===== src/sv/ptb_pkg.sv =====
// ptb_pkg: shared constants and types for the periodic timer bank
// no dependencies
`timescale 1ns / 1ps
package ptb_pkg;
  localparam int TIMER_COUNT_DEF = 16;
  localparam int FIRE_LIMIT = 16;

  localparam logic [1:0] ST_FREE    = 2'd0;
  localparam logic [1:0] ST_STOPPED = 2'd1;
  localparam logic [1:0] ST_RUNNING = 2'd2;

  localparam logic [3:0] M_TICK   = 4'd0;
  localparam logic [3:0] M_ALLOC  = 4'd1;
  localparam logic [3:0] M_PERIOD = 4'd2;
  localparam logic [3:0] M_FREQ   = 4'd3;
  localparam logic [3:0] M_DIV    = 4'd4;
  localparam logic [3:0] M_START  = 4'd5;
  localparam logic [3:0] M_STOP   = 4'd6;
  localparam logic [3:0] M_REL    = 4'd7;
  localparam logic [3:0] M_STARTA = 4'd8;
  localparam logic [3:0] M_STOPA  = 4'd9;
  localparam logic [3:0] M_RELA   = 4'd10;
  localparam logic [3:0] M_USER   = 4'd11;
  localparam logic [3:0] M_WORST  = 4'd12;

  localparam logic [2:0] EV_DONE  = 3'd0;
  localparam logic [2:0] EV_FIRED = 3'd1;
  localparam logic [2:0] EV_ALLOC = 3'd2;
  localparam logic [2:0] EV_FAIL  = 3'd3;
  localparam logic [2:0] EV_USER  = 3'd4;
  localparam logic [2:0] EV_WORST = 3'd5;

  localparam logic [31:0] DEF_PERIOD = 32'd10000;
  localparam logic [31:0] PIT_ZERO   = 32'd54925;
  localparam logic [31:0] ONE_SEC_US = 32'd1000000;
  localparam logic [31:0] PIT_NUM    = 32'd10000;
  localparam logic [31:0] PIT_DEN    = 32'd11932;
  localparam logic [31:0] GAP_CLAMP  = 32'd100;
  localparam logic [9:0]  FLOOR_RST  = 10'd1;

  // ceil(PIT_NUM * 2^30 / PIT_DEN): exact for any 16-bit divisor
  localparam int PIT_SHIFT = 30;
  localparam logic [29:0] PIT_RECIP =
    30'(({32'd0, PIT_NUM} * (64'd1 << PIT_SHIFT) + {32'd0, PIT_DEN} - 64'd1) /
        {32'd0, PIT_DEN});

  // controller to datapath
  typedef struct packed {
    logic load;      // capture input item
    logic div_start; // start divider on prepared operands
    logic commit;    // write back result of the item
    logic slot_wr;   // write back quotient/remainder of scanned slot
    logic emit;      // present a result
    logic emit_last;
  } ptb_cmd_t;

  // datapath to controller
  typedef struct packed {
    logic div_busy;
    logic running;   // scanned slot is running
    logic active;
  } ptb_sts_t;
endpackage


===== src/sv/ptb_div.sv =====
// ptb_div: 64 by 32 bit restoring divider, one quotient bit per cycle
// depends on ptb_pkg
`timescale 1ns / 1ps
module ptb_div import ptb_pkg::*; (
  input  logic        clk,
  input  logic        rst_n,
  input  logic        start,
  input  logic [63:0] dividend,
  input  logic [31:0] divisor,
  output logic        busy,
  output logic [63:0] quot,
  output logic [31:0] rem
);
  logic [63:0] q_r, q_nxt;
  logic [32:0] r_r, r_nxt;
  logic [31:0] d_r;
  logic [6:0]  cnt_r, cnt_nxt;
  logic [32:0] sh;

  assign sh = {r_r[31:0], q_r[63]};
  always_comb begin
    q_nxt = {q_r[62:0], 1'b0};
    r_nxt = sh;
    cnt_nxt = cnt_r - 7'd1;
    if (sh >= {1'b0, d_r}) begin
      r_nxt = sh - {1'b0, d_r};
      q_nxt[0] = 1'b1;
    end
  end

  always_ff @(posedge clk) begin
    if (!rst_n) begin
      cnt_r <= '0;
    end else if (start) begin
      cnt_r <= 7'd64;
      q_r <= dividend;
      r_r <= '0;
      d_r <= divisor;
    end else if (cnt_r != 0) begin
      cnt_r <= cnt_nxt;
      q_r <= q_nxt;
      r_r <= r_nxt;
    end
  end
  assign busy = (cnt_r != 0);
  assign quot = q_r;
  assign rem = r_r[31:0];
endmodule


===== src/sv/ptb_ctrl.sv =====
// ptb_ctrl: sequencer for one item at a time
// depends on ptb_pkg
`timescale 1ns / 1ps
module ptb_ctrl import ptb_pkg::*; #(
  parameter int TIMER_COUNT = TIMER_COUNT_DEF,
  parameter int IW = (TIMER_COUNT > 1) ? $clog2(TIMER_COUNT) : 1
) (
  input  logic          clk,
  input  logic          rst_n,
  input  logic          in_valid,
  output logic          in_stall,
  input  logic [3:0]    in_mode,
  input  logic          out_busy,
  input  ptb_sts_t      sts,
  output ptb_cmd_t      cmd,
  output logic [IW-1:0] scan_idx
);
  localparam logic [2:0] S_IDLE = 3'd0, S_PREP = 3'd1, S_DIV = 3'd2,
                         S_SCAN = 3'd3, S_SDIV = 3'd4, S_EMIT = 3'd5, S_DONE = 3'd6;
  logic [2:0] st_r, st_nxt;
  logic [3:0] mode_r;
  logic [IW:0] idx_r, idx_nxt;
  logic [5:0] fired_r, fired_nxt;
  logic       div_seen_r, div_seen_nxt;

  assign scan_idx = idx_r[IW-1:0];
  assign in_stall = (st_r != S_IDLE);

  always_comb begin
    st_nxt = st_r;
    idx_nxt = idx_r;
    fired_nxt = fired_r;
    div_seen_nxt = div_seen_r;
    cmd = '0;
    unique case (st_r)
      S_IDLE: begin
        if (in_valid) begin
          cmd.load = 1'b1;
          st_nxt = S_PREP;
        end
      end
      S_PREP: begin
        // frequency needs the divider
        if (mode_r == M_FREQ) begin
          cmd.div_start = 1'b1;
          div_seen_nxt = 1'b0;
          st_nxt = S_DIV;
        end else if (mode_r == M_TICK && sts.active) begin
          cmd.commit = 1'b1;
          idx_nxt = '0;
          fired_nxt = '0;
          st_nxt = S_SCAN;
        end else begin
          st_nxt = S_DONE;
        end
      end
      S_DIV: begin
        if (div_seen_r && !sts.div_busy) st_nxt = S_DONE;
        div_seen_nxt = 1'b1;
      end
      S_SCAN: begin
        if (idx_r == TIMER_COUNT[IW:0]) begin
          st_nxt = S_DONE;
        end else if (sts.running) begin
          cmd.div_start = 1'b1;
          div_seen_nxt = 1'b0;
          st_nxt = S_SDIV;
        end else begin
          idx_nxt = idx_r + 1'b1;
        end
      end
      S_SDIV: begin
        div_seen_nxt = 1'b1;
        if (div_seen_r && !sts.div_busy) begin
          cmd.slot_wr = 1'b1;
          st_nxt = (fired_r < FIRE_LIMIT[5:0]) ? S_EMIT : S_SCAN;
          if (fired_r >= FIRE_LIMIT[5:0]) idx_nxt = idx_r + 1'b1;
        end
      end
      S_EMIT: begin
        if (!out_busy) begin
          cmd.emit = 1'b1;
          fired_nxt = fired_r + 6'd1;
          idx_nxt = idx_r + 1'b1;
          st_nxt = S_SCAN;
        end
      end
      S_DONE: begin
        if (!out_busy) begin
          if (mode_r != M_TICK) cmd.commit = 1'b1;
          cmd.emit = 1'b1;
          cmd.emit_last = 1'b1;
          st_nxt = S_IDLE;
        end
      end
      default: st_nxt = S_IDLE;
    endcase
  end

  always_ff @(posedge clk) begin
    if (!rst_n) begin
      st_r <= S_IDLE;
      idx_r <= '0;
      fired_r <= '0;
      div_seen_r <= 1'b0;
    end else begin
      st_r <= st_nxt;
      idx_r <= idx_nxt;
      fired_r <= fired_nxt;
      div_seen_r <= div_seen_nxt;
    end
  end

  always_ff @(posedge clk) begin
    if (cmd.load) mode_r <= in_mode;
  end
endmodule


===== src/sv/ptb_dp.sv =====
// ptb_dp: slot stores, tick bookkeeping and result register
// depends on ptb_pkg, ptb_div
`timescale 1ns / 1ps
module ptb_dp import ptb_pkg::*; #(
  parameter int TIMER_COUNT = TIMER_COUNT_DEF,
  parameter int IW = (TIMER_COUNT > 1) ? $clog2(TIMER_COUNT) : 1
) (
  input  logic          clk,
  input  logic          rst_n,
  input  logic          cfg_we,
  input  logic [9:0]    cfg_wdata,
  input  logic [3:0]    in_mode,
  input  logic [4:0]    in_timer_index,
  input  logic [31:0]   in_now_ms,
  input  logic [31:0]   in_operand,
  input  ptb_cmd_t      cmd,
  input  logic [IW-1:0] scan_idx,
  output ptb_sts_t      sts,
  output logic          out_valid,
  input  logic          out_stall,
  output logic [2:0]    out_event_kind,
  output logic [3:0]    out_slot,
  output logic [16:0]   out_fire_count,
  output logic [31:0]   out_word,
  output logic          out_last
);
  logic [1:0]  status_r [TIMER_COUNT];
  logic [31:0] period_r [TIMER_COUNT];
  logic [31:0] acc_r    [TIMER_COUNT];
  logic [31:0] user_r   [TIMER_COUNT];
  logic        active_r, prev_valid_r;
  logic [31:0] prev_r, worst_r, diff_r;
  logic [9:0]  floor_r;
  logic [3:0]  mode_r;
  logic [31:0] op_r, now_r;
  logic        sel_ok_r;
  logic [IW-1:0] sel_r;
  logic [16:0] fire_cnt_r;

  logic        d_start, d_busy;
  logic [63:0] d_dvd, d_q;
  logic [31:0] d_dvs, d_rem;

  logic [31:0] gap, gap_sc;
  logic [IW-1:0] free_idx;
  logic        free_ok;
  logic [31:0] new_period;
  logic [31:0] cur_period;
  logic [32:0] sum;
  logic [45:0] pit_prod;

  assign gap = now_r - prev_r;
  assign gap_sc = ((gap > GAP_CLAMP) ? GAP_CLAMP : gap) * 32'd1000;
  assign cur_period = period_r[scan_idx];
  assign sum = {1'b0, acc_r[scan_idx]} + {1'b0, diff_r};
  // divisor to period by reciprocal multiply
  assign pit_prod = {30'd0, op_r[15:0]} * {16'd0, PIT_RECIP};

  always_comb begin
    free_ok = 1'b0;
    free_idx = '0;
    for (int i = TIMER_COUNT - 1; i >= 0; i--) begin
      if (status_r[i] == ST_FREE) begin
        free_ok = 1'b1;
        free_idx = IW'(i);
      end
    end
  end

  // divider operand select
  always_comb begin
    d_start = cmd.div_start;
    d_dvd = {31'd0, sum};
    d_dvs = (cur_period == 0) ? 32'hFFFF_FFFF : cur_period;
    if (mode_r == M_FREQ) begin
      d_dvd = {32'd0, ONE_SEC_US};
      d_dvs = (op_r == 0) ? 32'd1 : op_r;
    end
  end

  ptb_div u_div (
    .clk(clk), .rst_n(rst_n), .start(d_start), .dividend(d_dvd),
    .divisor(d_dvs), .busy(d_busy), .quot(d_q), .rem(d_rem)
  );

  always_comb begin
    new_period = op_r;
    if (mode_r == M_FREQ) new_period = (op_r == 0) ? 32'd0 : d_q[31:0];
    else if (mode_r == M_DIV)
      new_period = (op_r[15:0] == 0) ? PIT_ZERO : {16'd0, pit_prod[45:30]};
  end

  assign sts.div_busy = d_busy;
  assign sts.running = (status_r[scan_idx] == ST_RUNNING);
  assign sts.active = active_r;

  always_ff @(posedge clk) begin
    if (cmd.load) begin
      mode_r <= in_mode;
      op_r <= in_operand;
      now_r <= in_now_ms;
      sel_ok_r <= !in_timer_index[4] && ({1'b0, in_timer_index[3:0]} < TIMER_COUNT);
      sel_r <= IW'(in_timer_index[3:0]);
    end
  end

  always_ff @(posedge clk) begin
    if (!rst_n) begin
      floor_r <= FLOOR_RST;
    end else if (cfg_we) begin
      floor_r <= cfg_wdata;
    end
  end

  always_ff @(posedge clk) begin
    if (!rst_n) begin
      active_r <= 1'b0;
      prev_valid_r <= 1'b0;
      prev_r <= '0;
      worst_r <= '0;
      out_valid <= 1'b0;
      for (int i = 0; i < TIMER_COUNT; i++) begin
        status_r[i] <= ST_FREE;
        user_r[i] <= '0;
      end
    end else begin
      if (out_valid && !out_stall) out_valid <= 1'b0;
      if (cmd.commit) begin
        unique case (mode_r)
          M_TICK: begin
            diff_r <= prev_valid_r ? gap_sc : 32'd0;
            if (prev_valid_r && gap > worst_r) worst_r <= gap;
            prev_r <= now_r;
            prev_valid_r <= 1'b1;
          end
          M_ALLOC: begin
            active_r <= 1'b1;
            if (free_ok) begin
              status_r[free_idx] <= ST_STOPPED;
              period_r[free_idx] <= DEF_PERIOD;
              acc_r[free_idx] <= '0;
            end
          end
          M_PERIOD, M_FREQ, M_DIV: begin
            if (sel_ok_r) begin
              period_r[sel_r] <= new_period;
              acc_r[sel_r] <= '0;
            end
          end
          M_START: if (sel_ok_r && status_r[sel_r] == ST_STOPPED) status_r[sel_r] <= ST_RUNNING;
          M_STOP:  if (sel_ok_r && status_r[sel_r] == ST_RUNNING) status_r[sel_r] <= ST_STOPPED;
          M_REL:   if (sel_ok_r) status_r[sel_r] <= ST_FREE;
          M_STARTA: for (int i = 0; i < TIMER_COUNT; i++)
            if (status_r[i] == ST_STOPPED) status_r[i] <= ST_RUNNING;
          M_STOPA: for (int i = 0; i < TIMER_COUNT; i++)
            if (status_r[i] == ST_RUNNING) status_r[i] <= ST_STOPPED;
          M_RELA: for (int i = 0; i < TIMER_COUNT; i++) status_r[i] <= ST_FREE;
          M_USER:  if (sel_ok_r) user_r[sel_r] <= op_r;
          M_WORST: if (worst_r >= {22'd0, floor_r}) worst_r <= '0;
          default: ;
        endcase
      end
      if (cmd.slot_wr) begin
        if (cur_period == 0) begin
          acc_r[scan_idx] <= sum[31:0];
        end else begin
          acc_r[scan_idx] <= d_rem;
        end
      end
      if (cmd.emit) out_valid <= 1'b1;
    end
  end

  // fire count waits here so a stalled result keeps its payload
  always_ff @(posedge clk) begin
    if (cmd.slot_wr) begin
      fire_cnt_r <= (cur_period == 0) ? 17'd0 : d_q[16:0];
    end
  end

  // result register
  always_ff @(posedge clk) begin
    if (cmd.emit) begin
      out_last <= cmd.emit_last;
      out_event_kind <= EV_DONE;
      out_slot <= '0;
      out_word <= '0;
      if (!cmd.emit_last) begin
        out_event_kind <= EV_FIRED;
        out_slot <= 4'(scan_idx);
        out_fire_count <= fire_cnt_r;
        out_word <= user_r[scan_idx];
      end else begin
        out_fire_count <= '0;
        priority case (mode_r)
          M_ALLOC: begin
            out_event_kind <= free_ok ? EV_ALLOC : EV_FAIL;
            out_slot <= free_ok ? 4'(free_idx) : 4'd0;
          end
          M_USER: begin
            out_event_kind <= EV_USER;
            out_word <= sel_ok_r ? user_r[sel_r] : 32'd0;
          end
          M_WORST: begin
            out_event_kind <= EV_WORST;
            out_word <= (worst_r >= {22'd0, floor_r}) ? worst_r - {22'd0, floor_r} : 32'd0;
          end
          default: ;
        endcase
      end
    end
  end
endmodule


===== src/sv/periodic_timer_bank_unit.sv =====
// periodic_timer_bank_unit: top level of the periodic timer bank
// depends on ptb_pkg, ptb_ctrl, ptb_dp, ptb_div
//
// Usage: items enter on in_valid/in_stall with mode, timer_index, now_ms and
// operand. One item is worked at a time; in_stall is high from the cycle after
// acceptance until the final result has been registered.
// Results leave on out_valid/out_stall from a single output register; each
// item ends with a result that has out_last set.
// Control and divisor items skip the divider; frequency items use the shared
// 64-step restoring divider, and a tick scans the slots and runs one divide
// per running slot.
// A stalled receiver holds the output register and the sequencer waits.
// Synchronous reset frees all slots, clears user words, the tick history and
// worst gap, and sets the floor register to 1. cfg_we writes the floor; the user
// must assert it only while the block is idle, which the block does not enforce.
`timescale 1ns / 1ps
module periodic_timer_bank_unit import ptb_pkg::*; #(
  parameter int TIMER_COUNT = TIMER_COUNT_DEF
) (
  input  logic        clk,
  input  logic        rst_n,
  input  logic        cfg_we,
  input  logic [9:0]  cfg_wdata,
  input  logic        in_valid,
  output logic        in_stall,
  input  logic [3:0]  in_mode,
  input  logic [4:0]  in_timer_index,
  input  logic [31:0] in_now_ms,
  input  logic [31:0] in_operand,
  output logic        out_valid,
  input  logic        out_stall,
  output logic [2:0]  out_event_kind,
  output logic [3:0]  out_slot,
  output logic [16:0] out_fire_count,
  output logic [31:0] out_word,
  output logic        out_last
);
  localparam int IW = (TIMER_COUNT > 1) ? $clog2(TIMER_COUNT) : 1;
  ptb_cmd_t cmd;
  ptb_sts_t sts;
  logic [IW-1:0] scan_idx;

  ptb_ctrl #(.TIMER_COUNT(TIMER_COUNT), .IW(IW)) u_ctrl (
    .clk(clk), .rst_n(rst_n), .in_valid(in_valid), .in_stall(in_stall),
    .in_mode(in_mode), .out_busy(out_valid), .sts(sts), .cmd(cmd),
    .scan_idx(scan_idx)
  );

  ptb_dp #(.TIMER_COUNT(TIMER_COUNT), .IW(IW)) u_dp (
    .clk(clk), .rst_n(rst_n), .cfg_we(cfg_we), .cfg_wdata(cfg_wdata),
    .in_mode(in_mode), .in_timer_index(in_timer_index), .in_now_ms(in_now_ms),
    .in_operand(in_operand), .cmd(cmd), .scan_idx(scan_idx), .sts(sts),
    .out_valid(out_valid), .out_stall(out_stall), .out_event_kind(out_event_kind),
    .out_slot(out_slot), .out_fire_count(out_fire_count), .out_word(out_word),
    .out_last(out_last)
  );

`ifndef ASSERT_OFF
  a_emit_free: assert property (@(posedge clk) disable iff (!rst_n)
    cmd.emit |-> !out_valid) else $error("result overwritten");
  a_busy_stall: assert property (@(posedge clk) disable iff (!rst_n)
    (in_valid && !in_stall) |=> in_stall) else $error("item taken while busy");
  a_last_idle: assert property (@(posedge clk) disable iff (!rst_n)
    cmd.emit_last |=> !in_stall) else $error("sequencer not idle after last");
`endif
endmodule

===== config.mk =====
export PLATFORM = sky130hd
export DESIGN_NAME = periodic_timer_bank_unit
export DESIGN_NICKNAME = d
export VERILOG_FILES = /design/src/sv/ptb_pkg.sv /design/src/sv/ptb_div.sv /design/src/sv/ptb_ctrl.sv /design/src/sv/ptb_dp.sv /design/src/sv/periodic_timer_bank_unit.sv
export SDC_FILE = /design/constraint.sdc
export NUM_CORES = 2
export LEC_CHECK = 0
export BUFFER_PORTS_ARGS = -buffer_cell sky130_fd_sc_hd__clkbuf_2
export CORE_MARGIN = 2
export CORE_UTILIZATION = 43
export CTS_CLUSTER_DIAMETER = 80
export DETAILED_ROUTE_END_ITERATION = 10
export SYNTH_ARGS = -nofsm -noshare
export SYNTH_HDL_FRONTEND = slang
export SYNTH_SLANG_ARGS = --single-unit

===== constraint.sdc =====
create_clock -name clk -period 10.8 [get_ports clk]
set_input_delay 1.08 -clock clk [delete_from_list [all_inputs] [get_ports clk]]
set_output_delay 1.08 -clock clk [all_outputs]
set_load 0.02 [all_outputs]

-- Word-level counts from Yosys, hierarchy flattened
Memory sizes are Yosys's and may differ from the RTL's. A register that Yosys moved wholly into a read port is not among the register bits.
Cells that the tools add are included.
- register bits: 406
- bits in writable memories: 1568
- input bits: 88
- output and inout port bits: 59
- logic and storage cells: 612
- memories kept: 4
- memories (memory ; words ; width ; rd ports ; clocked after Yosys merged registers in ; write ports ; RTL line ; text):
    u_dp.acc_r ; 16 ; 32 ; 1 ; 1 ; 1 ; ptb_dp.sv:29 ; logic [31:0] acc_r [TIMER_COUNT];
    u_dp.period_r ; 16 ; 32 ; 1 ; 1 ; 1 ; ptb_dp.sv:28 ; logic [31:0] period_r [TIMER_COUNT];
    u_dp.user_r ; 16 ; 32 ; 2 ; 2 ; 16 ; ptb_dp.sv:30 ; logic [31:0] user_r [TIMER_COUNT];
    u_dp.status_r ; 16 ; 2 ; 18 ; 2 ; 16 ; ptb_dp.sv:27 ; logic [1:0] status_r [TIMER_COUNT];
- $add $sub $neg: 7
- multipliers: 2
- $lt $le $gt $ge: 6
- eq/ne operators: 69
- multiplexer cells: 386
- bitwise operators: 52
- reductions and logical operators: 58
- operator list (cell ; number):
    32-bit two-way mux ; 19
    1-bit two-way mux ; 243
    4-bit two-way mux ; 35
    64-bit two-way mux ; 2
    32-bit case mux with 2 select lines ; 2
    32-bit OR reduction ; 4
    2-bit two-way mux ; 53
    32-bit logical NOT ; 2
    32-bit subtractor ; 2
    1-bit OR ; 51
    16-bit by 29-bit multiplier with 45-bit output (second input constant) ; 1
    2-bit equality test (second input constant) ; 18
    5-bit two-way mux ; 7
    2-bit by 1-bit equality test with 1-bit output (second input constant) ; 17
    32-bit by 32-bit adder with 33-bit output ; 1
    33-bit by 32-bit greater-or-equal comparator with 1-bit output ; 1
    33-bit two-way mux ; 1
    32-bit by 10-bit greater-or-equal comparator with 1-bit output ; 1
    32-bit greater-than comparator ; 1
    32-bit by 7-bit greater-than comparator with 1-bit output (second input constant) ; 1
    2-bit logical NOT ; 16
    32-bit by 7-bit multiplier with 29-bit output (second input constant) ; 1
    32-bit by 10-bit subtractor with 32-bit output ; 1
    3-bit two-way mux ; 10
    other kinds (42) ; 90

-- Depth between registers and ports, before layout
An unclocked memory read counts as a cell.
- depth after elaboration: 26
- mapped depth: 33
- gate-level depth less buffers: 31

-- Modules after synthesis
From an unflattened synthesis, not the netlist that was laid out.
- cell total of the unflattened synthesis: 7515
- area total of the unflattened synthesis: 104993.2 um^2
- by module, submodules not included (module ; times used ; cells an instance ; area an instance (um^2)):
    ptb_dp ; 1 ; 6761 ; 96389.9
    ptb_div ; 1 ; 605 ; 7358.3
    ptb_ctrl ; 1 ; 149 ; 1244.9

-- Worst setup path after synthesis
OpenSTA, ideal clock, no wires.
- kind: register to register
- start: register with a tool-made name
- end: register u_dp.u_div.q_r[0], in the netlist u_dp.u_div.quot[0], enable pin
- arrival: 7615 ps
- setup slack: 2603 ps
- stages on the path, launching flop included: 13
- buffers on the path: 6
- clock period less this slack: 8197 ps
- cells stage by stage: dfxtp_1 > clkbuf_1 > buf_2 > buf_2 > buf_2 > clkbuf_1 > mux4_2 > o211ai_1 > o21ai_0 > nor2_1 > o21ai_1 > clkbuf_1 > a21oi_1
- RTL lines (item ; RTL line ; text):
    end signal: assignment ; ptb_div.sv:36 ; q_r <= dividend;
    end signal: assignment ; ptb_div.sv:41 ; q_r <= q_nxt;
    end: declaration ; ptb_div.sv:14 ; logic [63:0] q_r, q_nxt;

-- Worst setup path in the final report
- start: register u_dp.now_r[0]
- end: register u_dp.diff_r[17] (data pin)
- word-level cells in the longest chain between the ends: 4
- ends and longest elaborated chain (item ; RTL line ; text):
    start: declaration ; ptb_dp.sv:35 ; logic [31:0] op_r, now_r;
    start signal: assignment ; ptb_dp.sv:101 ; now_r <= in_now_ms;
    32-bit subtractor (*) ; ptb_dp.sv:52 ; assign gap = now_r - prev_r;
    32-bit by 7-bit greater-than comparator with 1-bit output ; ptb_dp.sv:53 ; assign gap_sc = ((gap > GAP_CLAMP) ? GAP_CLAMP : gap) * 32'd1000;
    32-bit two-way mux (*) ; ptb_dp.sv:53 ;
    32-bit by 7-bit multiplier with 29-bit output (*) ; ptb_dp.sv:53 ;
    end signal: assignment ; ptb_dp.sv:131 ; diff_r <= prev_valid_r ? gap_sc : 32'd0;
    end: declaration ; ptb_dp.sv:32 ; logic [31:0] prev_r, worst_r, diff_r;
Mark *: on every way between the ends. The rest lies on a longest branch, timed or not.
A chain may end at the register's enable or synchronous reset.

==> key figures <==
Power
  – Pleak: roughly 0.037 uW
  – VDD IR-drop max: around 0.65 mV
  – Pwr/cell area: ~270 mW/mm2

Die
  – Die W: about 490 um
  – Die Ht: a little under 500 um
  – Initial Utilization: between 40% and 50%
  – I/O pin count: roughly 150
  – Core footprint: 0.236 mm2
  – Full die area: between 0.2 and 0.25 mm2
  – Row cnt: 178

Synthesis
  – Sequential share of the synthesized area: ~57%
  – Synth cell types: 91
  – Async SR Flop Fraction: 0%
  – Ys flop type: edfxtp_1
  – Syn. warnings: 0
  – Synth Cell Area: a little over 0.1 mm2
  – EDFF count, synth: approximately 1.9k
  – Post-Syn Area per Cell: 14.8 um2
  – Cells after Synth: a little under 7k
  – #FFs+latches synth: about 2.0k

Global route
  – Pin count of the biggest net entering global routing: roughly 110
  – Overflow after GRT: 0
  – Vias in the first global route: ~63k
  – First-pass GRT wire length: approximately 440000 um
  – Initial antenna violation count: 14
  – All-Layer GR Usage: 24.6%

STA
  – Period utilisation layout: around four fifths
  – Setup TNS: 0 ns
  – Pins Over Slew Limit: 0
  – Worst Tran Pin Value: roughly 1.4 ns
  – Setup Viol. Count Final: 0
  – Crit path time final: around 8.8 ns
  – Slew margin rel.: about 4%
  – Fmax achieved: between 100 and 150 MHz
  – Clock skew: about 0.034 ns
  – Final Hold Fails: 0
  – RSZ-0062 raised after global routing: no

Drt
  – Routed wire length: 298000 um
  – Via density: between 5 and 6
  – Detail Route Antenna Nets: 0
  – DRC: 0
  – Drt pass-1 iters: 8
  – Via count: roughly 63k
  – DRT iter0 DRCs: 6875
  – Avg WL per Cell: between 20 and 30 um

Min path
  – Cell depth of the worst hold path: 1
  – Worst hold path class: primary input to flop

Worst setup path
  – Startpoint Class: flop
  – Crit path top cell by count: fa_1
  – CP max stage cell: nor3_1
  – Worst R2R Path Depth: 25
  – Max incr delay on CP: approximately 0.9 ns
  – Required @ worst endpoint: roughly 11 ns
  – Worst EP arrival: 9.34 ns
  – CP Capture Type: flop
  – Max FO, Critical Path: 7
  – CP Class: flop to flop

Layout
  – Nets@finish: roughly 7.8k
  – Fin area: around 0.11 mm2
  – Layout cells sized above 1: 18.8%
  – Fill cell count: between 20k and 25k
  – Area growth, synth to finish: 12.0%

Clock network
  – TritonCTS buffer count: 209
  – Post-CTS Setup Bufs: 0
  – Clk buf depth: 3
  – Post-cts resize count: 0
  – Clock Latency Late Sink: 0.87 ns
  – Cts hold-fix bufs: 0
  – Max H-tree Level: 4
  – CTS tree: built
  – Clock Sinks: 1979
  – Root Driver: clkbuf_16
  – Worst-path clk slew: about 0.06 ns

Placed design
  – Buffers added on ports: about 150
  – DP HPWL: approximately 190000 um
  – Placed Area: roughly 0.11 mm2
  – Gpl congestion: between 0.9 and 1

Run status
  – Outcome: finished, final reports clean

Job
  – MaxCap Viol Count: 0
-- worst paths after layout --
| path | startpoint | slack [ns] | to |
|---|---|---|---|
| worst max register to register | u_dp.now_r[0]$_DFFE_PP_ | 2.04 | u_dp.diff_r[17]$_SDFFCE_PN0P_ |
| worst max-delay path | u_dp.now_r[0]$_DFFE_PP_ | 2.04 | u_dp.diff_r[17]$_SDFFCE_PN0P_ |
| worst min-delay path | in_operand[3] | 0.39 | u_dp.op_r[3]$_DFFE_PP_ |
| worst min register to register | u_dp.prev_r[14]$_SDFFE_PN0P_ | 0.45 | u_dp.prev_r[14]$_SDFFE_PN0P_ |
-- final cells by class --
type	instances	area, um2	area share (%)
diodes	3	7.51	0.00657
well taps	3150	3940	3.45
clock buffers	260	5520	4.83
repair buffers	282	1830	1.60
multi-input cells	4144	41300	36.2
clock inverters	124	1360	1.19
inverters	514	1930	1.69
flip-flops and latches	1979	58400	51.1
-- cell families (layout without fill, tap and decap cells) --
family                   Yosys count  after routing  synth area share (%)
AO/OA/AOI/OAI                    838            838                  5.20
XOR/XNOR                         144            144                  1.24
adder cells (fa/ha/maj)          612            612                  9.16
buffers and inverters            895           1180                  3.35
flip-flops                      1979           1979                  57.2
multiplexers                     748            748                  15.3
other                              2            109               0.00736
AND/OR/NAND/NOR                 1696           1696                  8.55
-- state kept, by name, indices dropped and copies added, names as in the netlist, 6 cells and up, named ones only --
signal,flops
u_dp.acc_r,512
u_dp.period_r,512
u_dp.user_r,512
u_dp.u_div.quot,64
u_dp.now_r,32
u_dp.op_r,32
u_dp.out_word,32
u_dp.prev_r,32
u_dp.status_r,32
u_dp.u_div.d_r,32
u_dp.u_div.r_r,32
u_dp.worst_r,32
u_dp.diff_r,29
u_dp.fire_cnt_r,17
u_dp.out_fire_count,17
u_dp.floor_r,10
u_dp.u_div.cnt_r,7
u_ctrl.fired_r,6
-- cell usage in the layout (no fill, tap or decap), types with 59 or more instances in the layout --
cell and instances:
edfxtp_1 1872, mux4_2 652, inv_1 497, ha_1 386, and2_1 351, nor3_1 313
nor2_1 294, nand2_1 278, a21oi_1 246, fa_1 226, clkbuf_16 211, o21ai_0 188
clkbuf_2 146, buf_4 130, conb_1 106, xnor2_1 99, dfxtp_1 99, mux2i_1 90
nor2b_1 77, a21o_1 63, nand3_1 59
-- per-layer routing --
metal / up-vias / wire length [um] / GRT usage [%]
met5: - / 18 / 0
met1: 32500 / 118000 / 32.6
li1: 26800 / - / -
met3: 567 / 21700 / 3.69
met2: 2689 / 143000 / 39.9
met4: 2 / 15700 / 11.7
-- through the flow --
step	hold slack, ns	std cells	util [%]	setup slack, ns	total power, uW
final	0.387	10500	48.5	2.04	30900
after global routing	0.348	10500	48.5	1.56	33000
after CTS	0.322	10500	48.5	2.06	30800
after detailed placement	0.447	10100	45.6	2.09	23400
after global placement	0.443	10100	45.6	2.30	23300
after floorplan	0.436	7018	-	2.60	19700
-- worst max-delay path, delay by kind of cell, from the launching register on --
family | cells | cell delay (ns)
adder cells (fa/ha/maj) | 7 | 2.96
AND/OR/NAND/NOR | 7 | 2.90
AO/OA/AOI/OAI | 8 | 2.06
flip-flops | 1 | 0.35
buffers and inverters | 3 | 0.19
-- synthesized netlist by cell type, types with 29 or more instances --
cell	instances	area, um2
fa_1	226	4520
a21oi_1	248	1240
buf_1	40	150
nand4_1	46	288
a211oi_1	29	218
edfxtp_1	1872	56200
mux4_2	652	14700
inv_1	498	1870
mux2i_1	90	901
clkbuf_1	299	1120
o21a_1	30	225
nand2b_1	46	288
nor3_1	313	1570
nor2_1	346	1300
o21ai_0	207	1040
nand2_1	281	1050
xor2_1	45	394
dfxtp_1	107	2140
nand3_1	65	325
a21o_1	63	473
and2_1	351	2200
nor2b_1	77	482
buf_2	41	205
xnor2_1	99	867
nor4_1	34	213
ha_1	386	4830
-- power breakdown --
part	leakage, uW	switching (uW)	internal (uW)
Clock	0.00335	3100	4160
Sequential	0.0169	696	8870
Combinational	0.0170	8160	5950
Power figures use the tool's default switching activity.
